--- src/fct_pkg.sv ---
// Shared constants, types and request codes of the chain table engine.
package fct_pkg;

  localparam int GROUP_COUNT       = 32;
  localparam int ENTRIES_PER_GROUP = 128;

  localparam int DEPTH     = 4096;
  localparam int IDX_W     = 12;
  localparam int ROW_W     = 32;
  localparam int ROW_SEL_W = $clog2(ROW_W);
  localparam int ROWS      = DEPTH / ROW_W;
  localparam int ROW_AW    = $clog2(ROWS);

  localparam int TBL_SIZE = (GROUP_COUNT * ENTRIES_PER_GROUP > DEPTH) ? DEPTH :
                            GROUP_COUNT * ENTRIES_PER_GROUP;
  localparam int LAST_ROW = (TBL_SIZE - 1) / ROW_W;
  localparam int HINT_W   = (GROUP_COUNT > 1) ? $clog2(GROUP_COUNT) : 1;

  // group = (index * DIV_MULT) >> DIV_SHIFT, exact for every 12-bit index
  localparam int DIV_SHIFT = IDX_W + $clog2(ENTRIES_PER_GROUP);
  localparam int DIV_MULT  = ((1 << DIV_SHIFT) + ENTRIES_PER_GROUP - 1) / ENTRIES_PER_GROUP;
  localparam int MULT_W    = $clog2(DIV_MULT + 1);
  localparam int PROD_W    = IDX_W + MULT_W;

  typedef enum logic [1:0] {
    REQ_ALLOC  = 2'd0,
    REQ_FOLLOW = 2'd1,
    REQ_FORMAT = 2'd2
  } req_t;

  typedef struct packed {
    logic [IDX_W-1:0] next;
    logic             is_end;
  } link_t;

  typedef struct packed {
    logic              we;
    logic [ROW_AW-1:0] waddr;
    logic [ROW_W-1:0]  wdata;
    logic [ROW_AW-1:0] raddr;
  } used_req_t;

  typedef struct packed {
    logic             we;
    logic [IDX_W-1:0] addr;
    link_t            wdata;
  } link_req_t;

  typedef struct packed {
    logic [IDX_W-1:0] index;
    logic             is_end;
    logic             full;
  } res_t;

endpackage

--- src/fct_ctrl.sv ---
// Request sequencer: clearing pass, row-wise free scan, follow lookup, hint upkeep.
module fct_ctrl (
  input  logic                        clk,
  input  logic                        rst_n,
  input  logic                        in_valid,
  output logic                        in_stall,
  input  logic [1:0]                  in_req_type,
  input  logic [fct_pkg::IDX_W-1:0]   in_link_index,
  input  logic                        in_link_is_end,
  input  logic [fct_pkg::IDX_W-1:0]   in_entry_index,
  output fct_pkg::used_req_t          used_req,
  input  logic [fct_pkg::ROW_W-1:0]   used_rdata,
  output fct_pkg::link_req_t          link_req,
  input  fct_pkg::link_t              link_rdata,
  output logic                        res_valid,
  output fct_pkg::res_t               res,
  input  logic                        res_take
);

  typedef enum logic [6:0] {
    S_CLEAR = 7'b0000001,
    S_IDLE  = 7'b0000010,
    S_ACHK  = 7'b0000100,
    S_ADIV  = 7'b0001000,
    S_AGRP  = 7'b0010000,
    S_FCHK  = 7'b0100000,
    S_DONE  = 7'b1000000
  } state_t;

  localparam logic [fct_pkg::IDX_W-1:0]  EPG_C   = fct_pkg::IDX_W'(fct_pkg::ENTRIES_PER_GROUP);
  localparam logic [fct_pkg::IDX_W:0]    TBL_C   = (fct_pkg::IDX_W+1)'(fct_pkg::TBL_SIZE);
  localparam logic [fct_pkg::ROW_AW-1:0] LAST_C  = fct_pkg::ROW_AW'(fct_pkg::LAST_ROW);
  localparam logic [fct_pkg::ROW_AW-1:0] ROWEND  = fct_pkg::ROW_AW'(fct_pkg::ROWS - 1);
  localparam logic [fct_pkg::PROD_W-1:0] MULT_C  = fct_pkg::PROD_W'(fct_pkg::DIV_MULT);
  localparam logic [fct_pkg::PROD_W-1:0] GC_C    = fct_pkg::PROD_W'(fct_pkg::GROUP_COUNT);

  state_t                        state_r, state_nxt;
  logic [fct_pkg::ROW_AW-1:0]    clr_row_r, clr_row_nxt;
  logic                          fmt_r, fmt_nxt;
  logic [fct_pkg::HINT_W-1:0]    hint_r, hint_nxt;
  logic [fct_pkg::IDX_W-1:0]     start_r, start_nxt;
  logic [fct_pkg::ROW_AW-1:0]    scan_row_r, scan_row_nxt;
  logic [fct_pkg::IDX_W-1:0]     link_idx_r, link_idx_nxt;
  logic                          link_end_r, link_end_nxt;
  logic [fct_pkg::IDX_W-1:0]     entry_r, entry_nxt;
  logic [fct_pkg::IDX_W-1:0]     found_r, found_nxt;
  logic [fct_pkg::PROD_W-1:0]    prod_r, prod_nxt;
  fct_pkg::res_t                 res_r, res_nxt;

  logic [fct_pkg::IDX_W-1:0]     hint_start;
  logic [fct_pkg::ROW_W-1:0]     free_mask;
  logic [fct_pkg::ROW_W-1:0]     first_free;
  logic [fct_pkg::ROW_SEL_W-1:0] first_pos;
  logic [fct_pkg::IDX_W-1:0]     found_idx;
  logic                          hit;
  logic                          accept;
  logic                          entry_used;

  assign accept     = in_valid && (state_r == S_IDLE);
  assign in_stall   = (state_r != S_IDLE);
  assign hint_start = fct_pkg::IDX_W'(hint_r) * EPG_C;

  // free entries of the current row inside [start, table size)
  always_comb begin
    for (int b = 0; b < fct_pkg::ROW_W; b++) begin
      free_mask[b] = !used_rdata[b] &&
                     ({1'b0, scan_row_r, fct_pkg::ROW_SEL_W'(b)} >= {1'b0, start_r}) &&
                     ({1'b0, scan_row_r, fct_pkg::ROW_SEL_W'(b)} <  TBL_C);
    end
    first_free = free_mask & (~free_mask + fct_pkg::ROW_W'(1));
    first_pos  = '0;
    for (int b = 0; b < fct_pkg::ROW_W; b++) begin
      if (first_free[b]) begin
        first_pos = first_pos | fct_pkg::ROW_SEL_W'(b);
      end
    end
  end

  assign hit        = |free_mask;
  assign found_idx  = {scan_row_r, first_pos};
  // entry 0 is never written in the link store: it reads as the root end link
  assign entry_used = used_rdata[entry_r[fct_pkg::ROW_SEL_W-1:0]] && (entry_r != '0);

  always_comb begin
    state_nxt    = state_r;
    clr_row_nxt  = clr_row_r;
    fmt_nxt      = fmt_r;
    hint_nxt     = hint_r;
    start_nxt    = start_r;
    scan_row_nxt = scan_row_r;
    link_idx_nxt = link_idx_r;
    link_end_nxt = link_end_r;
    entry_nxt    = entry_r;
    found_nxt    = found_r;
    prod_nxt     = prod_r;
    res_nxt      = res_r;

    used_req.we    = 1'b0;
    used_req.waddr = clr_row_r;
    used_req.wdata = '0;
    used_req.raddr = scan_row_r;

    link_req.we           = 1'b0;
    link_req.addr         = in_entry_index;
    link_req.wdata.next   = link_end_r ? '0 : link_idx_r;
    link_req.wdata.is_end = link_end_r;

    case (state_r)
      S_CLEAR: begin
        used_req.we    = 1'b1;
        used_req.wdata = (clr_row_r == '0) ? fct_pkg::ROW_W'(1) : '0;
        clr_row_nxt    = clr_row_r + 1'b1;
        if (clr_row_r == ROWEND) begin
          clr_row_nxt = '0;
          fmt_nxt     = 1'b0;
          res_nxt     = '0;
          state_nxt   = fmt_r ? S_DONE : S_IDLE;
        end
      end
      S_IDLE: begin
        used_req.raddr = (in_req_type == fct_pkg::REQ_FOLLOW) ?
                         in_entry_index[fct_pkg::IDX_W-1:fct_pkg::ROW_SEL_W] :
                         hint_start[fct_pkg::IDX_W-1:fct_pkg::ROW_SEL_W];
        if (accept) begin
          link_idx_nxt = in_link_index;
          link_end_nxt = in_link_is_end;
          entry_nxt    = in_entry_index;
          start_nxt    = hint_start;
          scan_row_nxt = hint_start[fct_pkg::IDX_W-1:fct_pkg::ROW_SEL_W];
          res_nxt      = '0;
          case (in_req_type)
            fct_pkg::REQ_ALLOC:  state_nxt = S_ACHK;
            fct_pkg::REQ_FOLLOW: state_nxt = S_FCHK;
            fct_pkg::REQ_FORMAT: begin
              hint_nxt    = '0;
              fmt_nxt     = 1'b1;
              clr_row_nxt = '0;
              state_nxt   = S_CLEAR;
            end
            default: state_nxt = S_DONE;
          endcase
        end
      end
      S_ACHK: begin
        // fetch the following row while this one is examined
        scan_row_nxt   = scan_row_r + 1'b1;
        used_req.raddr = scan_row_nxt;
        if (hit) begin
          used_req.we    = 1'b1;
          used_req.waddr = scan_row_r;
          used_req.wdata = used_rdata | first_free;
          link_req.we    = 1'b1;
          link_req.addr  = found_idx;
          found_nxt      = found_idx;
          scan_row_nxt   = scan_row_r;
          state_nxt      = S_ADIV;
        end else if (scan_row_r == LAST_C) begin
          res_nxt.full = 1'b1;
          scan_row_nxt = scan_row_r;
          state_nxt    = S_DONE;
        end
      end
      S_ADIV: begin
        prod_nxt  = fct_pkg::PROD_W'(found_r) * MULT_C;
        state_nxt = S_AGRP;
      end
      S_AGRP: begin
        hint_nxt      = fct_pkg::HINT_W'(prod_r >> fct_pkg::DIV_SHIFT);
        res_nxt.index = found_r;
        state_nxt     = S_DONE;
      end
      S_FCHK: begin
        if (entry_used && !link_rdata.is_end) begin
          res_nxt.index = link_rdata.next;
        end else begin
          res_nxt.is_end = 1'b1;
        end
        state_nxt = S_DONE;
      end
      S_DONE: begin
        if (res_take) begin
          state_nxt = S_IDLE;
        end
      end
      default: state_nxt = S_IDLE;
    endcase
  end

  always_ff @(posedge clk) begin
    if (!rst_n) begin
      state_r   <= S_CLEAR;
      clr_row_r <= '0;
      fmt_r     <= 1'b0;
      hint_r    <= '0;
    end else begin
      state_r   <= state_nxt;
      clr_row_r <= clr_row_nxt;
      fmt_r     <= fmt_nxt;
      hint_r    <= hint_nxt;
    end
  end

  always_ff @(posedge clk) begin
    start_r    <= start_nxt;
    scan_row_r <= scan_row_nxt;
    link_idx_r <= link_idx_nxt;
    link_end_r <= link_end_nxt;
    entry_r    <= entry_nxt;
    found_r    <= found_nxt;
    prod_r     <= prod_nxt;
    res_r      <= res_nxt;
  end

  assign res_valid = (state_r == S_DONE);
  assign res       = res_r;

  a_hint_in_range: assert property (@(posedge clk) disable iff (!rst_n)
    fct_pkg::PROD_W'(hint_r) < GC_C)
    else $error("free hint group out of range");

  a_group_not_behind_hint: assert property (@(posedge clk) disable iff (!rst_n)
    (state_r == S_AGRP) |->
      ((prod_r >> fct_pkg::DIV_SHIFT) >= fct_pkg::PROD_W'(hint_r)) &&
      ((prod_r >> fct_pkg::DIV_SHIFT) < GC_C))
    else $error("allocated entry maps to a group outside the scanned range");

  a_alloc_not_below_start: assert property (@(posedge clk) disable iff (!rst_n)
    (state_r == S_AGRP) |=> (res_r.index >= $past(start_r)) && !res_r.full)
    else $error("allocated entry lies before the hint group");

  a_no_write_outside_work: assert property (@(posedge clk) disable iff (!rst_n)
    (state_r == S_IDLE || state_r == S_DONE) |-> !used_req.we && !link_req.we)
    else $error("table written while no request is in progress");

endmodule

--- config.mk ---
export PLATFORM = sky130hd
export DESIGN_NAME = fct_ctrl
export DESIGN_NICKNAME = d
export VERILOG_FILES = /design/src/fct_pkg.sv /design/src/fct_ctrl.sv
export SDC_FILE = /design/constraint.sdc
export NUM_CORES = 1
export LEC_CHECK = 0
export BUFFER_PORTS_ARGS = -buffer_cell sky130_fd_sc_hd__buf_2
export CORE_MARGIN = 2
export CORE_UTILIZATION = 35
export CTS_BUF_LIST = sky130_fd_sc_hd__clkbuf_4
export DETAILED_ROUTE_END_ITERATION = 6
export PLACE_DENSITY = 0.6
export SLEW_MARGIN = 20
export SYNTH_ARGS = -nofsm -noshare
export SYNTH_HDL_FRONTEND = slang
export SYNTH_SLANG_ARGS = --single-unit
--- constraint.sdc ---
create_clock -name clk -period 5.7 [get_ports clk]
set_input_delay 0.57 -clock clk [delete_from_list [all_inputs] [get_ports clk]]
set_output_delay 0.57 -clock clk [all_outputs]
set_load 0.005 [all_outputs]
==> impl_metrics.py, run 1 <==
metrics = {
    "cells_and_area": {
        "fin_cells": 956,
        "final_util_pct": 43.21,
        "seq_area_sq_mm": 0.002442,
        "nets": 824,
        "multi_input_area_sq_mm": 0.002803,
        "area.growth.synth_to_final_pct": 19.90,
        "drive_above_1_share_pct": 27.69,
        "fillers": 1567,
    },
    "floorplan": {
        "io_pins": 165,
        "dieArea_sq_mm": 0.01679,
        "rows": 45,
        "die_x_microns": 129.6,
        "coreArea_sq_mm": 0.01531,
        "fp.dieH_microns": 129.6,
        "initial_core_util_pct": 36.04,
    },
    "power": {
        "ir_drop_mv": 0.1095,
        "switching_share_pct": 32.32,
        "power_density_mw_per_mm2": 259.0,
        "pwr-share-clk_pct": 22.6,
        "pwr-share-comb_pct": 29.3,
        "p_leak_nw": 2.781,
        "switching_power_mw": 0.5540,
        "seq_power_share_pct": 48.0,
        "p_int_mw": 1.160,
    },
    "placed_design": {
        "port_buffers": 164,
        "routabilityCongestion": 0.9656,
        "dp_cells": 939,
        "dp_hpwl_microns": 14080,
    },
    "synthesis": {
        "synth_compound_area_share_pct": 15.64,
        "ys_ff_latch": 88,
        "syn_nets": 679,
        "syn_area_sq_mm": 0.005519,
        "synthArstFlopShare_pct": 0,
        "ys_seq_area_share_pct": 44.25,
        "synth_top_area_cell": "edfxtp_1",
        "synth_common_cells": "nand2_1, edfxtp_1, nor2_1",
        "synth_mux_area_share_pct": 5.260,
        "synthDominantCellAreaShare_pct": 37.00,
        "synthTopCellsByArea": "edfxtp_1, dfxtp_1, nand2_1",
        "yosys.cell_types.count": 70,
        "ys_warn_count": 0,
        "synth_top_family_by_area": "simple AND/OR/NAND/NOR gates",
        "synth_cells": 594,
        "synth_xor_area_share_pct": 1.111,
        "synthAdderAreaFrac_pct": 2.040,
        "yosys_most_used_dff": "edfxtp_1",
        "synth_most_common_cell": "nand2_1",
        "synth-simple-area-share_pct": 26.62,
        "synth_edf_count": 68,
        "postSynthAreaPerCell_sq_um": 9.291,
    },
    "worst_setup_path": {
        "path_class": "reg2out",
        "cp_max_fo": 12,
        "cp.arrival_ns": 3.78,
        "startpoint_type": "flip-flop",
        "endpoint_kind": "output pin",
        "required_ns": 5.13,
        "r2r_slack_ns": 2.43,
    },
    "hold_path": {
        "hp-class": "in2reg",
    },
    "sta": {
        "fmax_ghz": 0.2301,
        "drv_slew": 0,
        "grt_setup_unrepaired": "false",
        "finalSetupViolCount": 0,
        "hold_viol": 0,
        "tns_ns": 0,
        "period_share_pct": 76.24,
        "period_minus_slack_ns": 4.346,
        "worst_slew_pin_slew_ns": 0.9487,
        "slew-limit-headroom_pct": 36.62,
        "finClkSkew_ns": 0.02099,
    },
    "clock_tree": {
        "root_buffer": "clkbuf_4",
        "h-tree-depth": 3,
        "cts-buffers-inserted": 9,
        "postCtsSetupBuffers": 0,
        "ctsLongestPathBuffers": 2,
        "hold_buffers": 0,
        "clk_pin_slew_ns": 0.14,
        "cts_resized": 0,
        "tritoncts": "yes",
        "clock_sinks": 88,
        "clk_latency_ns": 0.46,
    },
    "global_route": {
        "grt_pass1_vias": 5198,
        "gr-total-overflow": 0,
        "antenna_found_initial": 0,
        "grt_pass1_wl_microns": 28210,
        "grt_max_degree": 43,
        "gr-usage-all-layers_pct": 21.74,
    },
    "detailed_routing": {
        "vias": 5443,
        "drc_errors": 0,
        "drt_first_pass_iters": 5,
        "detail_route.vias_per_cell": 5.694,
        "drtAntennaViolNets": 0,
        "routedWlPerCell_microns": 19.24,
        "drt_iter0_markers": 477,
        "drt-total-wl_microns": 18400,
    },
    "outcome": {
        "outcome": "completed",
    },
    "flow_run": {
        "maxCapViolCount": 0,
    },
}
-- worst max-delay path, stage by stage, from the launching register on --
cell and delay [ns]:
edfxtp_1 0.52, ha_1 0.36, nand4_1 0.13, o221ai_1 0.74, buf_4 0.32, nand2_1 0.20
o311ai_1 0.49, a311oi_1 0.13, a31oi_1 0.26, buf_2 0.16
-- metrics by stage --
step / area, sq um / worst slack [ns] / hold WS (ns) / power (mW)
after floorplan: 5519 / 2.874 / 0.4273 / 1.106
after global placement: 6461 / 1.985 / 0.4414 / 1.333
after detailed placement: 6461 / 1.890 / 0.4576 / 1.339
after CTS: 6615 / 1.350 / 0.2355 / 1.725
after global routing: 6615 / 1.029 / 0.2333 / 1.818
final: 6618 / 1.354 / 0.2778 / 1.714
-- cells by family after synthesis --
| group | after synthesis |
|---|---|
| simple gates | 281 |
| buf+inv | 60 |
| mux | 18 |
| fa+ha+maj | 9 |
| xor+xnor | 7 |
| flops | 88 |
| compound gates | 131 |
-- power by group through the flow --
| stage | clock network [mW] | registers (mW) | logic, mW |
|---|---|---|---|
| 3_3_place_gp | 0 | 0.836 | 0.497 |
| 3_5_place_dp | 0 | 0.839 | 0.500 |
| 6_report | 0.388 | 0.823 | 0.502 |
| 4_1_cts | 0.399 | 0.824 | 0.502 |
| 5_1_grt | 0.428 | 0.831 | 0.558 |
| 2_1_floorplan | 0 | 0.838 | 0.268 |
-- sequential cells by signal, summed over array words and instances (netlist names) --
signal	flops
clr_row_r	7
entry_r	12
fmt_r	1
found_r	12
hint_r	5
link_end_r	1
link_idx_r	12
prod_r	5
res	14
scan_row_r	7
start_r	5
state_r	7
-- final cells by class --
type | count | area share (%)
clock buffer | 9 | 1.021
tap | 211 | 3.989
antenna | 1 | 0.03781
inverter | 25 | 1.418
timing repair buffer | 169 | 12.97
multi-input combinational | 446 | 42.35
clock inverter | 7 | 1.305
sequential | 88 | 36.91
-- routing by layer --
| layer | part of all wire (%) | GRT usage [%] |
|---|---|---|
| met1 | 43 | 29.73 |
| met2 | 46 | 33.97 |
| met3 | 9.0 | 4.500 |
| met4 | 2.4 | 8.286 |
| met5 | 0 | 0 |
-- path summary, 6_finish.rpt --
check,endpoint,depth (start not counted),startpoint
setup reg to reg,found_r[0],8,scan_row_r[4]
setup / recovery,link_req[16],9,scan_row_r[6]
hold reg to reg,prod_r[21],0,found_r[9]
hold / removal,link_idx_r[8],1,in_link_index[8]
-- cell usage in the layout, fill, tap and decap left out, drive strengths merged, types with 3 or more instances in the layout --
cell / instances
buf: 169
nand2: 80
edfxtp: 68
nor2: 58
a21oi: 34
o21ai: 32
inv: 24
nand4: 21
dfxtp: 20
nor2b: 18
nor3: 15
nand3: 14
and3: 14
a31oi: 14
and2: 14
a22o: 13
nor4: 12
nand4b: 9
ha: 9
clkbuf: 9
mux2i: 8
mux4: 8
o21a: 7
nand2b: 6
clkinv: 6
and4: 5
xnor2: 4
nand3b: 3
o211a: 3
o22ai: 3
a311oi: 3
xor2: 3
nor4bb: 3
o31ai: 3
(Power assumes the default switching activity.)
==> inputs of run 2 (changes only) <==
--- a/config.mk
+++ b/config.mk
@@ -5,12 +5,13 @@
 export SDC_FILE = /design/constraint.sdc
 export NUM_CORES = 1
 export LEC_CHECK = 0
+export ABC_AREA = 1
 export BUFFER_PORTS_ARGS = -buffer_cell sky130_fd_sc_hd__buf_2
 export CORE_MARGIN = 2
 export CORE_UTILIZATION = 35
 export CTS_BUF_LIST = sky130_fd_sc_hd__clkbuf_4
 export DETAILED_ROUTE_END_ITERATION = 6
-export PLACE_DENSITY = 0.6
+export PLACE_DENSITY = 0.61
 export SLEW_MARGIN = 20
 export SYNTH_ARGS = -nofsm -noshare
 export SYNTH_HDL_FRONTEND = slang
==> constraint.sdc (replaced) <==
create_clock -name clk -period 3.7 [get_ports clk]
set_input_delay 0.37 -clock clk [delete_from_list [all_inputs] [get_ports clk]]
set_output_delay 0.37 -clock clk [all_outputs]
set_load 0.005 [all_outputs]
==> run 2 against run 1 <==
Net effect:
- clock skew is 0.0030 ns lower
- sequential share of layout area shrank 4.1 points
- routed wire length increased by 9.1%
- critical endpoint is now link_req[15]
==> impl_metrics.py, run 2 <==
metrics = {
    "outcome": {
        "outcome": "completed",
    },
    "placed_design": {
        "dp_slack_ns": 0.2313,
        "port_buffers": 164,
        "placed_area_sq_mm": 0.006912,
        "dp_cells": 1154,
        "routabilityCongestion": 0.9903,
        "dp_hpwl_microns": 15300,
    },
    "sta": {
        "finClkSkew_ns": 0.01796,
        "tns_ns": 0,
        "fmax_ghz": 0.2795,
        "drv_slew": 0,
        "fin_hold_ws_ns": 0.07627,
        "finalSetupViolCount": 0,
        "post-route-worst-setup-slack_ns": 0.1218,
        "period_share_pct": 96.71,
        "worst_slew_pin_slew_ns": 0.8397,
        "period_minus_slack_ns": 3.578,
        "slew-limit-headroom_pct": 43.96,
        "hold_viol": 0,
    },
    "detailed_routing": {
        "drtAntennaViolNets": 0,
        "drt_first_pass_iters": 5,
        "vias": 6219,
        "drt_iter0_markers": 687,
        "routedWlPerCell_microns": 16.78,
        "drc_errors": 0,
        "detail_route.vias_per_cell": 5.200,
        "drt-total-wl_microns": 20070,
    },
    "synthesis": {
        "synthArstFlopShare_pct": 0,
        "syn_area_sq_mm": 0.005901,
        "ys_seq_area_share_pct": 41.39,
        "ys_ff_latch": 88,
        "ys_warn_count": 0,
        "postSynthAreaPerCell_sq_um": 7.536,
        "synthTopCellsByArea": "edfxtp_1, nand2_1, inv_1",
        "yosys_most_used_dff": "edfxtp_1",
        "synth_most_common_cell": "nand2_1",
        "yosys.cell_types.count": 44,
        "synth_top_area_cell": "edfxtp_1",
        "synthDominantCellAreaShare_pct": 34.61,
        "syn_nets": 868,
        "synth_edf_count": 68,
        "synth_common_cells": "nand2_1, inv_1, nor2_1",
        "synth_cells": 783,
    },
    "clock_tree": {
        "clock_sinks": 88,
        "ctsLongestPathBuffers": 2,
        "clk_latency_ns": 0.46,
        "h-tree-depth": 3,
        "root_buffer": "clkbuf_4",
        "tritoncts": "yes",
        "clk_pin_slew_ns": 0.14,
        "cts-buffers-inserted": 9,
    },
    "worst_setup_path": {
        "r2r_cells": 16,
        "cp_num_cells": 17,
        "cpLargestDelayFamily": "simple AND/OR/NAND/NOR gates",
        "cpPeakStageDelay_ns": 0.47,
        "startpoint_type": "flip-flop",
        "critical-path-slowest-cell": "edfxtp_1",
        "endpoint_kind": "output pin",
        "r2r_end": "scan_row_r[5]",
        "required_ns": 3.33,
        "cp_max_fo": 10,
        "path_buf_inv": 4,
        "cp.arrival_ns": 3.21,
        "path_class": "reg2out",
        "cp_cell_sequence": "ha_4 > nand2_1 > nand2_1 > clkinvlp_4 > nand3_4 > buf_8 > nand2_1 > nand3_2 > nor2_4 > buf_4 > nand4_1 > nand2_1 > nor2_1 > nand3_1 > nand2_1 > nand2_1 > buf_2",
        "reg2reg_from": "start_r[11]",
        "r2r_slack_ns": 0.80,
        "crit_top_cell": "nand2_1",
    },
    "floorplan": {
        "io_pins": 165,
        "initial_core_util_pct": 35.71,
        "fp.dieH_microns": 133.8,
        "die_x_microns": 133.8,
        "rows": 47,
        "dieArea_sq_mm": 0.01791,
        "coreArea_sq_mm": 0.01652,
    },
    "cells_and_area": {
        "fin_cells": 1196,
        "fillers": 1712,
        "mostFrequentLayoutCells": "buf_2, nand2_1, inv_1, nor2_1, edfxtp_1",
        "final_util_pct": 45.02,
        "layout_commonest_cell": "buf_2",
        "largest_reg_flops": 14,
        "area.growth.synth_to_final_pct": 26.08,
        "seq_area_sq_mm": 0.002442,
        "diodes": 0,
        "multi_input_area_sq_mm": 0.002994,
        "drive_above_1_share_pct": 29.92,
        "nets": 1056,
        "final_area_sq_mm": 0.007440,
    },
    "hold_path": {
        "holdPathStages": 1,
        "hp-start": "in_link_index[10]",
        "worst_hold_path.endpoint": "link_idx_r[10]",
        "hp-class": "in2reg",
    },
    "global_route": {
        "gr-total-overflow": 0,
        "antenna_found_initial": 0,
        "grt_pass1_wl_microns": 30320,
        "grt_max_degree": 43,
        "gr-usage-all-layers_pct": 21.71,
        "grt_pass1_vias": 5660,
    },
    "power": {
        "power_density_mw_per_mm2": 422.5,
        "ir_drop_mv": 0.2582,
        "power.total_mw": 3.143,
        "p_leak_nw": 3.623,
    },
    "flow_run": {
        "maxCapViolCount": 0,
    },
}
[run 2: report_power, final]
group | switching (mW) | total [mW] | internal [mW]
Sequential | 0.0607 | 1.31 | 1.25
Combinational | 0.860 | 1.33 | 0.467
Clock | 0.354 | 0.510 | 0.156
Total | 1.27 | 3.14 | 1.87
[run 2: logic make-up after synthesis]
group                      after synthesis  share of synthesized area (%)
and+or+nand+nor                        375                          29.83
adders and majority gates                9                          1.908
DFF                                     88                          41.39
buffers and inverters                  151                          11.11
AOI/OAI and AO/OA                      160                          15.76
[run 2: layer usage]
metal / share of wire, % / global-route usage [%] / up-vias
li1: - / - / 3008
met1: 43 / 30.32 / 2832
met3: 9.1 / 4.044 / 52
met4: 2.9 / 6.974 / 0
met2: 45 / 34.13 / 327
met5: 0 / 0 / -
[run 2: worst max-delay path by stage]
| stage | startpoint | end | slack [ns] |
|---|---|---|---|
| 4_1_cts | scan_row_r[4] | link_req[14] | 0.005 |
| 3_3_place_gp | scan_row_r[4] | link_req[15] | 0.29 |
| 6_report | scan_row_r[6] | link_req[15] | 0.12 |
| 5_1_grt | scan_row_r[6] | link_req[15] | -0.02 |
| 3_5_place_dp | scan_row_r[4] | link_req[15] | 0.23 |
| 2_1_floorplan | scan_row_r[5] | scan_row_r[0] | 1.07 |
[run 2: worst reg2reg max path, delay by kind of cell, from the launching register on]
| kind | cells | cell delay, ns |
|---|---|---|
| simple gates | 8 | 0.97 |
| buf+inv | 5 | 0.76 |
| flops | 1 | 0.41 |
| compound gates | 2 | 0.26 |
| fa+ha+maj | 1 | 0.21 |
[run 2: cell type report]
class	count	share of cell area, %
Timing Repair Buffer	193	14.63
Sequential cell	88	32.83
Inverter	129	6.744
Clock inverter	6	0.7232
Tap cell	220	3.700
Multi-Input combinational cell	549	40.25
Timing Repair inverter	1	0.1177
Clock buffer	10	1.009
[run 2: what timing repair did]
| action | 4_1_cts | 5_1_grt |
|---|---|---|
| hold buffers | 0 | 0 |
| pin swaps | 3 | 15 |
| setup buffers | 4 | 16 |
| setup endpoints to repair | 46 | 45 |
| resized for setup | 6 | 39 |
| cloned | 3 | 3 |
==> inputs of run 3 (changes only) <==
--- a/config.mk
+++ b/config.mk
@@ -12,6 +12,7 @@
 export CTS_BUF_LIST = sky130_fd_sc_hd__clkbuf_4
 export DETAILED_ROUTE_END_ITERATION = 6
 export PLACE_DENSITY = 0.61
+export RECOVER_POWER = 25
 export SLEW_MARGIN = 20
 export SYNTH_ARGS = -nofsm -noshare
 export SYNTH_HDL_FRONTEND = slang
==> run 3 against run 2 <==
Net effect:
- final cell count unchanged
- flip-flop and latch count unchanged
- clock skew decreased by 0.0027 ns
- fmax increased by 0.44%
- setup slack improved by 0.016 ns
- clock power about the same
- first-iteration DRC count decreased by 4.9%
- register-to-register slack about the same
- via count decreased by 0.16%
- largest cell class unchanged
==> impl_metrics.py, run 3 (synthesis gave the netlist of run 2 again) <==
metrics = {
    "placed_design": {
        "routabilityCongestion": 0.9903,
        "dp_hpwl_microns": 15300,
        "port_buffers": 164,
        "placed_area_sq_mm": 0.006912,
        "dp_slack_ns": 0.2313,
    },
    "clock_tree": {
        "ctsLongestPathBuffers": 2,
        "clk_latency_ns": 0.46,
        "tritoncts": "yes",
        "clock_sinks": 88,
        "cts-buffers-inserted": 9,
        "root_buffer": "clkbuf_4",
        "h-tree-depth": 3,
        "clk_pin_slew_ns": 0.14,
    },
    "floorplan": {
        "rows": 47,
        "fp.dieH_microns": 133.8,
        "dieArea_sq_mm": 0.01791,
        "coreArea_sq_mm": 0.01652,
        "io_pins": 165,
        "die_x_microns": 133.8,
        "initial_core_util_pct": 35.71,
    },
    "detailed_routing": {
        "drt_iter0_markers": 653,
        "routedWlPerCell_microns": 16.81,
        "drt_first_pass_iters": 5,
        "drc_errors": 0,
        "drt-total-wl_microns": 20110,
        "detail_route.vias_per_cell": 5.191,
        "vias": 6209,
        "drtAntennaViolNets": 0,
    },
    "worst_setup_path": {
        "required_ns": 3.33,
        "reg2reg_from": "start_r[11]",
        "r2r_end": "scan_row_r[5]",
        "cp_max_fo": 21,
        "critical-path-slowest-cell": "edfxtp_1",
        "cpPeakStageDelay_ns": 0.47,
        "cp.arrival_ns": 3.19,
        "r2r_slack_ns": 0.79,
        "crit_path_end": "used_req[33]",
        "crit_top_cell": "nand2_1",
        "crit_start": "scan_row_r[6]",
        "cp_cell_sequence": "ha_4 > nand2_1 > nand2_1 > clkinvlp_4 > buf_12 > nand3_4 > o21ai_2 > nand2_1 > nor2_2 > nand2_1 > nor2_4 > nor2_8 > clkinv_8 > a21oi_1 > buf_2",
        "path_class": "reg2out",
        "r2r_cells": 16,
        "endpoint_kind": "output pin",
        "startpoint_type": "flip-flop",
    },
    "sta": {
        "hold_viol": 0,
        "slew-limit-headroom_pct": 41.60,
        "period_share_pct": 96.29,
        "finalSetupViolCount": 0,
        "period_minus_slack_ns": 3.563,
        "worst_slew_pin_slew_ns": 0.8751,
        "post-route-worst-setup-slack_ns": 0.1374,
        "fmax_ghz": 0.2807,
        "drv_slew": 0,
        "finClkSkew_ns": 0.01527,
    },
    "global_route": {
        "antenna_found_initial": 0,
        "grt_max_degree": 43,
        "gr-total-overflow": 0,
        "gr-usage-all-layers_pct": 21.71,
        "grt_pass1_vias": 5660,
        "grt_pass1_wl_microns": 30320,
    },
    "flow_run": {
        "maxCapViolCount": 0,
    },
    "hold_path": {
        "hp-start": "in_link_index[10]",
        "hp-class": "in2reg",
    },
    "outcome": {
        "outcome": "completed",
    },
    "power": {
        "ir_drop_mv": 0.2585,
        "power.total_mw": 3.142,
        "power_density_mw_per_mm2": 423.3,
        "p_leak_nw": 3.587,
    },
    "cells_and_area": {
        "final_area_sq_mm": 0.007421,
        "area.growth.synth_to_final_pct": 25.76,
        "nets": 1056,
        "layout_commonest_cell": "nand2_1",
        "diodes": 0,
        "mostFrequentLayoutCells": "nand2_1, buf_2, inv_1, nor2_1, edfxtp_1",
        "drive_above_1_share_pct": 28.59,
        "largest_reg_flops": 14,
    },
}
## run 3: cell types whose count changed in the layout (fill, tap and decap cells not counted)
cell,change
buf_2,-12
clkbuf_1,+13
buf_4,-1
## run 3: per-layer routing
metal  vias up  GRT usage, %  routed length (microns)
li1       3010             -                        -
met1      2846         30.32                     8737
met2       308         34.13                     9033
met3        45         4.044                     1800
met4         0         6.974                      538
met5         -             0                        0
## run 3: power by group
| group | switching (mW) | internal [mW] |
|---|---|---|
| combinational | 0.862 | 0.464 |
| clock | 0.353 | 0.156 |
| sequential | 0.0610 | 1.25 |
| total | 1.28 | 1.87 |
## run 3: how the worst min path moves through the flow
stage               cells past startpoint        endpoint
global route                            1   link_idx_r[3]
finish                                  1  link_idx_r[10]
detailed placement                      0      prod_r[19]
floorplan                               0      prod_r[19]
CTS                                     1  link_idx_r[10]
global placement                        0      prod_r[19]
## run 3: repair_timing
action,CTS,global route
setup endpoints to repair,46,45
cloned,3,3
pin swaps,3,15
setup buffers,4,16
gates resized for setup,6,39
hold buffers,0,0
## run 3: area by class of cell
cell class	count	area, sq um
Clock buffer	10	75.07
Clock inverter	6	53.80
Fill cell	1720	9104
Inverter	129	501.7
Multi-Input combinational cell	549	2994
Sequential cell	88	2442
Tap cell	220	275.3
Timing Repair Buffer	193	1070
Timing Repair inverter	1	8.758
## run 3: metrics by stage
step                      TNS [ns]  utilization (%)  hold WS [ns]  std cells
after floorplan                  0                -        0.4268        783
after global placement           0            41.83        0.4503       1154
after detailed placement         0            41.83        0.4485       1154
after CTS                        0            43.10       0.05037       1177
after global routing      -0.03664            44.91       0.05256       1196
final                            0            44.91       0.07644       1196
## run 3: critical path: cells and delay by family, from the launching register on
family,cells,cell delay [ns]
buffers and inverters,4,0.71
flip-flops,1,0.47
AND/OR/NAND/NOR,8,0.90
adder cells (fa/ha/maj),1,0.30
AO/OA/AOI/OAI,2,0.34
